File: src/dmcl_pkg.sv
// ----------------------------------------------------------------------------
// dmcl_pkg
// Geometry, field widths and result packing for the cache lookup unit.
// ----------------------------------------------------------------------------
`timescale 1ns / 1ps
`default_nettype none

package dmcl_pkg;

  localparam int ADDR_W      = 32;
  localparam int LINE_COUNT  = 128;
  localparam int OFFSET_BITS = 5;
  localparam int INDEX_W     = $clog2(LINE_COUNT);
  localparam int BLOCK_W     = ADDR_W - OFFSET_BITS;
  localparam int TAG_W       = BLOCK_W - INDEX_W;
  localparam int CNT_W       = 32;

  // result beat layout, lowest field first
  localparam int OUT_OFFSET_LSB = 0;
  localparam int OUT_BLOCK_LSB  = OUT_OFFSET_LSB + OFFSET_BITS;
  localparam int OUT_INDEX_LSB  = OUT_BLOCK_LSB + BLOCK_W;
  localparam int OUT_TAG_LSB    = OUT_INDEX_LSB + INDEX_W;
  localparam int OUT_MISS_LSB   = OUT_TAG_LSB + TAG_W;
  localparam int OUT_REPL_LSB   = OUT_MISS_LSB + 1;
  localparam int OUT_EVICT_LSB  = OUT_REPL_LSB + 1;
  localparam int OUT_HIT_LSB    = OUT_EVICT_LSB + TAG_W;
  localparam int OUT_MCNT_LSB   = OUT_HIT_LSB + CNT_W;
  localparam int OUT_PAYLOAD_W  = OUT_MCNT_LSB + CNT_W;
  localparam int OUT_TDATA_W    = ((OUT_PAYLOAD_W + 7) / 8) * 8;

  typedef logic [TAG_W-1:0]   tag_t;
  typedef logic [INDEX_W-1:0] index_t;
  typedef logic [CNT_W-1:0]   cnt_t;

endpackage

`default_nettype wire

File: src/direct_mapped_cache_lookup_unit.sv
// ----------------------------------------------------------------------------
// direct_mapped_cache_lookup_unit
// Direct-mapped tag store: splits each address, checks hit or miss, installs
// the tag on a miss and reports the eviction and running hit/miss totals.
// ----------------------------------------------------------------------------
//  channel | dir | beat contents
//  in_     | in  | tdata: address[31:0]
//  out_    | out | tdata: byte_offset, block_number, line_index, tag_value,
//          |     |        is_miss, replaced_valid, evicted_tag, hit_total,
//          |     |        miss_total (lowest bit up, zero pad to 152 bits)
//
//  Each reference reads the tag RAM when it is accepted, then compares,
//  writes back the tag and loads the result register.
//  Reset clears the valid bits (flip-flops) and both counters at once; no
//  clearing pass is needed.
//  A new address is taken while an earlier result still waits at the output;
//  the compare stage holds when the result register is occupied.
// ----------------------------------------------------------------------------
`timescale 1ns / 1ps
`default_nettype none

module direct_mapped_cache_lookup_unit (
  input  wire logic                             clk,
  input  wire logic                             rst_n,
  input  wire logic                             in_tvalid,
  output logic                                  in_tready,
  input  wire logic [dmcl_pkg::ADDR_W-1:0]      in_tdata,   // address
  output logic                                  out_tvalid,
  input  wire logic                             out_tready,
  // byte_offset, block_number, line_index, tag_value, is_miss,
  // replaced_valid, evicted_tag, hit_total, miss_total, zero pad
  output logic      [dmcl_pkg::OUT_TDATA_W-1:0] out_tdata
);

  import dmcl_pkg::*;

  typedef enum logic {S_IDLE, S_LOOK} state_t;

  state_t                 state_r;
  logic [ADDR_W-1:0]      addr_r;
  logic                   line_vld_r;
  logic [LINE_COUNT-1:0]  vld_r;
  cnt_t                   hit_cnt_r, hit_cnt_nxt;
  cnt_t                   miss_cnt_r, miss_cnt_nxt;
  logic                   out_tvalid_r;
  logic [OUT_TDATA_W-1:0] out_data_r, out_data_nxt;

  logic   in_fire;
  logic   look_fire;
  index_t in_idx;
  index_t cur_idx;
  tag_t   cur_tag;
  tag_t   rd_tag;
  logic   miss;
  logic   replaced;

  assign in_tready  = (state_r == S_IDLE);
  assign in_fire    = in_tvalid && in_tready;
  assign look_fire  = (state_r == S_LOOK) && (!out_tvalid_r || out_tready);

  assign in_idx   = in_tdata[OFFSET_BITS +: INDEX_W];
  assign cur_idx  = addr_r[OFFSET_BITS +: INDEX_W];
  assign cur_tag  = addr_r[OFFSET_BITS + INDEX_W +: TAG_W];

  assign miss     = !line_vld_r || (rd_tag != cur_tag);
  assign replaced = line_vld_r && miss;

  dmcl_ram #(
    .WIDTH (TAG_W),
    .DEPTH (LINE_COUNT)
  ) u_tag_ram (
    .clk     (clk),
    .wr_en   (look_fire && miss),
    .wr_addr (cur_idx),
    .wr_data (cur_tag),
    .rd_en   (in_fire),
    .rd_addr (in_idx),
    .rd_data (rd_tag)
  );

  always_comb begin
    hit_cnt_nxt  = hit_cnt_r;
    miss_cnt_nxt = miss_cnt_r;
    if (look_fire) begin
      if (miss) begin
        miss_cnt_nxt = miss_cnt_r + cnt_t'(1);
      end else begin
        hit_cnt_nxt = hit_cnt_r + cnt_t'(1);
      end
    end
  end

  always_comb begin
    out_data_nxt = '0;
    out_data_nxt[OUT_OFFSET_LSB +: OFFSET_BITS] = addr_r[OFFSET_BITS-1:0];
    out_data_nxt[OUT_BLOCK_LSB +: BLOCK_W]      = addr_r[ADDR_W-1:OFFSET_BITS];
    out_data_nxt[OUT_INDEX_LSB +: INDEX_W]      = cur_idx;
    out_data_nxt[OUT_TAG_LSB +: TAG_W]          = cur_tag;
    out_data_nxt[OUT_MISS_LSB]                  = miss;
    out_data_nxt[OUT_REPL_LSB]                  = replaced;
    out_data_nxt[OUT_EVICT_LSB +: TAG_W]        = replaced ? rd_tag : '0;
    out_data_nxt[OUT_HIT_LSB +: CNT_W]          = hit_cnt_nxt;
    out_data_nxt[OUT_MCNT_LSB +: CNT_W]         = miss_cnt_nxt;
  end

  always_ff @(posedge clk) begin
    if (!rst_n) begin
      state_r      <= S_IDLE;
      vld_r        <= '0;
      hit_cnt_r    <= '0;
      miss_cnt_r   <= '0;
      out_tvalid_r <= 1'b0;
    end else begin
      hit_cnt_r  <= hit_cnt_nxt;
      miss_cnt_r <= miss_cnt_nxt;
      if (look_fire) begin
        out_tvalid_r <= 1'b1;
      end else if (out_tready) begin
        out_tvalid_r <= 1'b0;
      end
      unique case (state_r)
        S_IDLE: begin
          if (in_fire) begin
            state_r <= S_LOOK;
          end
        end
        S_LOOK: begin
          if (look_fire) begin
            vld_r[cur_idx] <= 1'b1;
            state_r        <= S_IDLE;
          end
        end
        default: state_r <= S_IDLE;
      endcase
    end
  end

  // payload: address and sampled valid bit on accept, result on compare
  always_ff @(posedge clk) begin
    if (in_fire) begin
      addr_r     <= in_tdata;
      line_vld_r <= vld_r[in_idx];
    end
    if (look_fire) begin
      out_data_r <= out_data_nxt;
    end
  end

  assign out_tvalid = out_tvalid_r;
  assign out_tdata  = out_data_r;

endmodule

`default_nettype wire

File: src/dmcl_ram.sv
// ----------------------------------------------------------------------------
// dmcl_ram
// Simple dual-port RAM: one write port, one read port with registered data.
// ----------------------------------------------------------------------------
`timescale 1ns / 1ps
`default_nettype none

module dmcl_ram #(
  parameter int WIDTH = 8,
  parameter int DEPTH = 16
) (
  input  wire logic                     clk,
  input  wire logic                     wr_en,
  input  wire logic [$clog2(DEPTH)-1:0] wr_addr,
  input  wire logic [WIDTH-1:0]         wr_data,
  input  wire logic                     rd_en,
  input  wire logic [$clog2(DEPTH)-1:0] rd_addr,
  output logic      [WIDTH-1:0]         rd_data
);

  logic [WIDTH-1:0] mem_r [DEPTH];

  always_ff @(posedge clk) begin
    if (wr_en) begin
      mem_r[wr_addr] <= wr_data;
    end
    // hold read data while no read is issued
    if (rd_en) begin
      rd_data <= mem_r[rd_addr];
    end
  end

endmodule

`default_nettype wire

File: config.mk
export PLATFORM = sky130hd
export DESIGN_NAME = direct_mapped_cache_lookup_unit
export DESIGN_NICKNAME = d
export VERILOG_FILES = /design/src/dmcl_pkg.sv /design/src/direct_mapped_cache_lookup_unit.sv /design/src/dmcl_ram.sv
export SDC_FILE = /design/constraint.sdc
export NUM_CORES = 2
export LEC_CHECK = 0
export ABC_CLOCK_PERIOD_IN_PS = 9100
export BUFFER_PORTS_ARGS = -buffer_cell sky130_fd_sc_hd__buf_2
export CAP_MARGIN = 0
export CORE_AREA = 2 2 554 556
export CTS_BUF_LIST = sky130_fd_sc_hd__clkbuf_8
export DETAILED_ROUTE_END_ITERATION = 10
export DIE_AREA = 0 0 556 558
export PLACE_DENSITY = 0.6
export SETUP_SLACK_MARGIN = 0.05
export SYNTH_ARGS = -nofsm -noshare
export SYNTH_HDL_FRONTEND = slang
export SYNTH_SLANG_ARGS = --single-unit
File: constraint.sdc
create_clock -name clk -period 9.1 [get_ports clk]
set_input_delay 0.455 -clock clk [delete_from_list [all_inputs] [get_ports clk]]
set_output_delay 0.455 -clock clk [all_outputs]
set_load 0.05 [all_outputs]
Yosys cells after proc, flatten, opt, wreduce, memory -nomap -nowiden
Memory sizes are Yosys's and may differ from the RTL's. A register that Yosys moved wholly into a read port is not among the register bits.
Index checks and enable logic that the tools add are counted.
Storage, ports and cells
  flip-flop bits (word level): 372
  bits in writable memories: 2560
  word-level logic and storage cells: 44
  input port bits: 36
  memories kept: 1
Memory list
  u_tag_ram.mem_r: depth 128, bits a word 20, read ports 1, clocked after Yosys merged registers in 1, write ports 1, RTL line dmcl_ram.sv:21  | logic [WIDTH-1:0] mem_r [DEPTH];
Operators by class
  order comparisons: 3
  multiplexer cells: 15
  bitwise logic cells: 2
  $add $sub $neg: 2
  reductions and logical operators: 11
  equality and inequality tests: 1
Operators by type and width (count)
  $mux 32: 4
  $or 128x128->128: 1
  $add 32x1->32 const B: 2
  $ne 20x20->1: 1
  $lt 7x8->1 const B: 2
  $mux 1: 8
  $bmux 1 s7: 1
  $demux 1 s7: 1
  $ge 7x1->1 const B: 1
  $logic_and 1x1->1: 5
  $logic_not 1->1: 2
  $logic_or 1x1->1: 2
  $pmux 1 s2: 1
  $reduce_and 2->1: 1
  $reduce_bool 2->1: 1
  $not 1->1: 1

Depth between registers and ports, before layout
  depth after elaboration: 6
  gate-level depth with buffers: 12

Cells and area by module
A second synthesis with hierarchy kept.
Unflattened totals
  cells, all modules: 5040
  area total of the unflattened synthesis: 112316.5 um^2
By module, submodules not included
  dmcl_ram: area each 98156.6 um^2, sequential area each 77474.3 um^2, times used 1, cells each 3812
  direct_mapped_cache_lookup_unit: area each 14159.8 um^2, sequential area each 8418.1 um^2, times used 1, cells each 1228

Worst setup path after synthesis
Ideal clock, no wire load.
  path kind: register to register
  start point: register out_tvalid_r (netlist: out_tvalid)
  end point: memory u_tag_ram.mem_r[0][0] (netlist name), enable pin
  cell stages (with the launch flop): 8
  buffers on the path: 2
  arrival time: 6604 ps
  data required time: 8702 ps
  path slack: 2098 ps
  clock period less this slack: 7002 ps
  library setup time: 398 ps
  cells stage by stage: dfxtp_1 -> nand2b_1 -> nand2_1 -> inv_1 -> clkbuf_1 -> buf_1 -> nand3_1 -> nor2_1
Between the ends
  cells in the longest elaborated chain, start to end: 6
RTL lines
  from (decl): RTL line direct_mapped_cache_lookup_unit.sv:45  | logic out_tvalid_r;
  from (signal assigned): RTL line direct_mapped_cache_lookup_unit.sv:112  | out_tvalid_r <= 1'b0;
  from (signal assigned): RTL line direct_mapped_cache_lookup_unit.sv:117  | out_tvalid_r <= 1'b1;
  from (signal assigned): RTL line direct_mapped_cache_lookup_unit.sv:119  | out_tvalid_r <= 1'b0;
  $logic_not 1->1: RTL line direct_mapped_cache_lookup_unit.sv:59  | assign look_fire = (state_r == S_LOOK) && (!out_tvalid_r || out_tready);
  $logic_or 1x1->1: RTL line direct_mapped_cache_lookup_unit.sv:59
  $logic_and 1x1->1: RTL line direct_mapped_cache_lookup_unit.sv:59
  named net look_fire: RTL line direct_mapped_cache_lookup_unit.sv:49  | logic look_fire;
  $logic_and 1x1->1: RTL line direct_mapped_cache_lookup_unit.sv:73  | .wr_en (look_fire && miss),
  $mux 1: RTL line dmcl_ram.sv:24  | if (wr_en) begin
  $mux 1 (not written as such): RTL line dmcl_ram.sv:25  | mem_r[wr_addr] <= wr_data;
  to (decl): RTL line dmcl_ram.sv:21
The timed path passes the listed nets, and every way through them passes these cells.

Worst setup path after layout
  start point: register addr_r[25]
  end point: memory u_tag_ram.mem_r[28][2] (netlist name), enable pin
Between the ends
  cells in the longest elaborated chain, start to end: 5
RTL lines
  from (decl): RTL line direct_mapped_cache_lookup_unit.sv:40  | logic [ADDR_W-1:0] addr_r;
  from (signal assigned): RTL line direct_mapped_cache_lookup_unit.sv:141  | addr_r <= in_tdata;
  $ne 20x20->1: RTL line direct_mapped_cache_lookup_unit.sv:65  | assign miss = !line_vld_r || (rd_tag != cur_tag);
  $logic_or 1x1->1: RTL line direct_mapped_cache_lookup_unit.sv:65
  $logic_and 1x1->1: RTL line direct_mapped_cache_lookup_unit.sv:73
  $mux 1: RTL line dmcl_ram.sv:24
  $mux 1 (not written as such): RTL line dmcl_ram.sv:25
Every way passes these cells.

==> impl_metrics.csv <==
group,metric,value,unit
run_status,outcome,"finished, final reports clean",
synthesis,yosys_warnings,0,
pwr,comb_power_share,6.1,%
die,start_util,36.86,%
setup_path,arrival,5930,ps
clocking,clkTransAtPathRegs,70,ps
final_layout,nets,5563,
timing,rsz0062_at_grt,"false",
global_routing,overflow,0,
global_routing,antenna_found_initial,22,
detailed_routing,met2WireLength,143800,µm
timing,relSlewSlack,7.810,%
detailed_routing,vias_per_cell,5.541,
timing,hold_viol_final,0,
clocking,numCtsBuffers,438,
pwr,net-switching-power,6182,µW
setup_path,worst-path-max-fanout,71,
place,port_buffers,182,
timing,timing.fmax,188.4,MHz
detailed_routing,wl_met3,24180,µm
synthesis,synth-seq-cells,2925,
detailed_routing,vias,54760,
place,gp_congestion,0.8386,
setup_path,required,9720,ps
timing,min_period_over_period,58.33,%
die,row_count,203,
setup_path,crit_buf_inv,4,
pwr,p_int,20250,µW
pwr,p_sw_share,23.39,%
synthesis,syn_area,112300,µm²
detailed_routing,drt_first_pass_iters,5,
synthesis,netlist_instances,5048,
global_routing,grt_pass1_wl,420200,µm
global_routing,grtUsageTotal,18.95,%
final_layout,layout_commonest_cell,"edfxtp_1",
pwr,seq_power_share,56.2,%
final_layout,syn2layout_area_growth,12.77,%
pwr,pwr-share-clk,37.7,%
synthesis,synth_cell_types,43,
final_layout,final_area,126600,µm²
die,core_area,304500,µm²
detailed_routing,drc,0,
final_layout,drive_gt1_share,32.37,%
detailed_routing,met1Wirelength,119100,µm
die,die_x,556,µm
setup_path,path_class,"flop to flop",
clocking,cts_buffer_depth,4,
timing,slew_viol_final,0,
setup_path,r2r_setup_slack,3790,ps
clocking,cts_tree,"yes",
worst_hold_path,hp-class,"primary input to flop",
setup_path,crit_chain,"buf_4 -> xor2_1 -> nor4_1 -> and3_1 -> buf_4 -> and3_1 -> inv_1 -> nand2b_1 -> buf_4 -> nor2_2",
pwr,power.density,208.8,nW/µm²
synthesis,synth-seq-area-share,76.51,%
pwr,vdd_drop_max,0.1181,mV
die,die_h,558,µm
place,hpwl,178600,µm
clocking,htreeDepth,5,
timing,fin_skew,72.12,ps
timing,period_needed,5308,ps
synthesis,synth_area_per_cell,22.24,µm²
clocking,insertion_delay,1040,ps
setup_path,slowest_delay,980,ps
die,pin_count,190,
timing,setup-violations-final,0,
clocking,clock-sinks,2925,
setup_path,crit_slowest_cell,"nor2_2",
setup_path,worstSetupStartpointType,"flop",
setup_path,crit_family,"simple AND/OR/NAND/NOR gates",
place,placed_area,118300,µm²
pwr,p_leak,0.03999,µW
global_routing,first_global_vias,54680,
detailed_routing,top_layer,"met5",
global_routing,grt_max_degree,136,
timing,tightest_slew,1381,ps
detailed_routing,ant_nets,0,
clocking,clock-root-buffer,"clkbuf_8",
detailed_routing,wl,297900,µm
final_layout,layout_common_cells,"edfxtp_1 (2731), mux4_2 (882), clkbuf_8 (451)",
timing,fin_setup_tns,0,ps
detailed_routing,first_iter_violations,6518,
run,cap_violations,0,
die,dieArea,310200,µm²
setup_path,cpMostUsedCell,"buf_4",
detailed_routing,routedWlPerCell,30.14,µm
clocking,cts_resized,0,
setup_path,crit_path_end_kind,"flop",
-- power by group through the flow --
stage | logic [µW] | clock network [µW] | registers, µW
after detailed placement | 1620 | 0 | 15100
after global routing | 1670 | 10700 | 14900
after floorplan | 752 | 0 | 15300
final | 1610 | 9960 | 14900
after global placement | 1600 | 0 | 15100
after CTS | 1630 | 10100 | 14900
-- through the flow --
step           instances  power, µW  hold slack, ps  utilization (%)  setup slack [ps]
6_report            9883      26440           126.6            41.57              3792
5_1_grt             9877      27220           86.54            41.56              3605
4_1_cts             9873      26630           37.29            41.56              3773
3_5_place_dp        9053      16760           405.5            38.85              3778
3_3_place_gp        9052      16740           411.4            38.85              3855
2_1_floorplan       5054      16070           400.3                -              2098
-- kinds of logic after synthesis --
group | count (synthesis) | share of synthesized area, %
adders and majority gates | 2 | 0.02229
buffers and inverters | 328 | 1.345
and+or+nand+nor | 673 | 2.761
muxes | 926 | 18.11
AOI/OAI and AO/OA | 124 | 0.7066
xor gates and xnor gates | 69 | 0.5383
other | 1 | 0.003340
DFF | 2925 | 76.51
-- registers in the layout (all words and copies together) (netlist names) --
| signal | cells |
|---|---|
| vld_r | 128 |
| u_tag_ram.rd_data | 20 |
| u_tag_ram.mem_r | 2560 |
| hit_cnt_r | 32 |
| state_r | 1 |
| miss_cnt_r | 32 |
| out_tvalid | 1 |
| addr_r | 32 |
| out_tdata | 118 |
| line_vld_r | 1 |
-- layer usage --
| layer | GRT usage [%] | vias up |
|---|---|---|
| met4 | 7.072 | 2 |
| met3 | 3.581 | 484 |
| met2 | 30.45 | 2629 |
| met5 | 0 | - |
| li1 | - | 22020 |
| met1 | 25.70 | 29620 |
-- path summary, 6_finish.rpt --
| path | from | to | depth (start not counted) |
|---|---|---|---|
| max | addr_r[25] | u_tag_ram.mem_r[28][2] | 10 |
| min | in_tdata[10] | addr_r[10] | 1 |
| max reg2reg | addr_r[25] | u_tag_ram.mem_r[28][2] | 10 |
| min reg2reg | addr_r[2] | out_tdata[2] | 0 |
-- layout make-up --
class	instances	area (µm²)
antenna	10	25.02
fill	26330	177900
sequential	2925	85890
inverter	9	40.04
timing repair buffer	350	2435
clock inverter	340	1752
multi-input combinational	1801	25240
tap	3997	5001
clock buffer	451	6207
-- synthesized netlist by cell type, drive strengths merged --
master | n | share of area, %
edfxtp | 2731 | 73
mux4 | 882 | 18
nor2 | 371 | 1.2
dfxtp | 194 | 3.5
clkbuf | 182 | 0.61
buf | 137 | 0.71
nand2 | 63 | 0.21
and2 | 58 | 0.32
a21oi | 42 | 0.19
xor2 | 42 | 0.33
nand3 | 40 | 0.18
o21a | 39 | 0.26
xnor2 | 27 | 0.21
and3 | 26 | 0.14
nand2b | 26 | 0.14
nand4 | 25 | 0.14
mux2 | 23 | 0.23
a31oi | 22 | 0.12
mux2i | 21 | 0.19
or2 | 12 | 0.067
nor4 | 11 | 0.061
nor3 | 10 | 0.045
a311oi | 8 | 0.062
inv | 8 | 0.027
and4 | 7 | 0.055
o21ai | 7 | 0.031
or3 | 7 | 0.039
nor2b | 5 | 0.028
or4 | 5 | 0.033
nand3b | 3 | 0.020
o31ai | 3 | 0.020
ha | 2 | 0.022
nand4b | 2 | 0.016
o31a | 2 | 0.016
a21boi | 1 | 0.0067
clkinv | 1 | 0.0033
conb | 1 | 0.0033
nor3b | 1 | 0.0067
or4b | 1 | 0.0089
-- repair_timing --
item / in CTS / in global routing
hold endpoints to repair: 56 / 0
hold buffers: 29 / 0
buffers inserted: 0 / 0
Power figures use the tool's default switching activity.
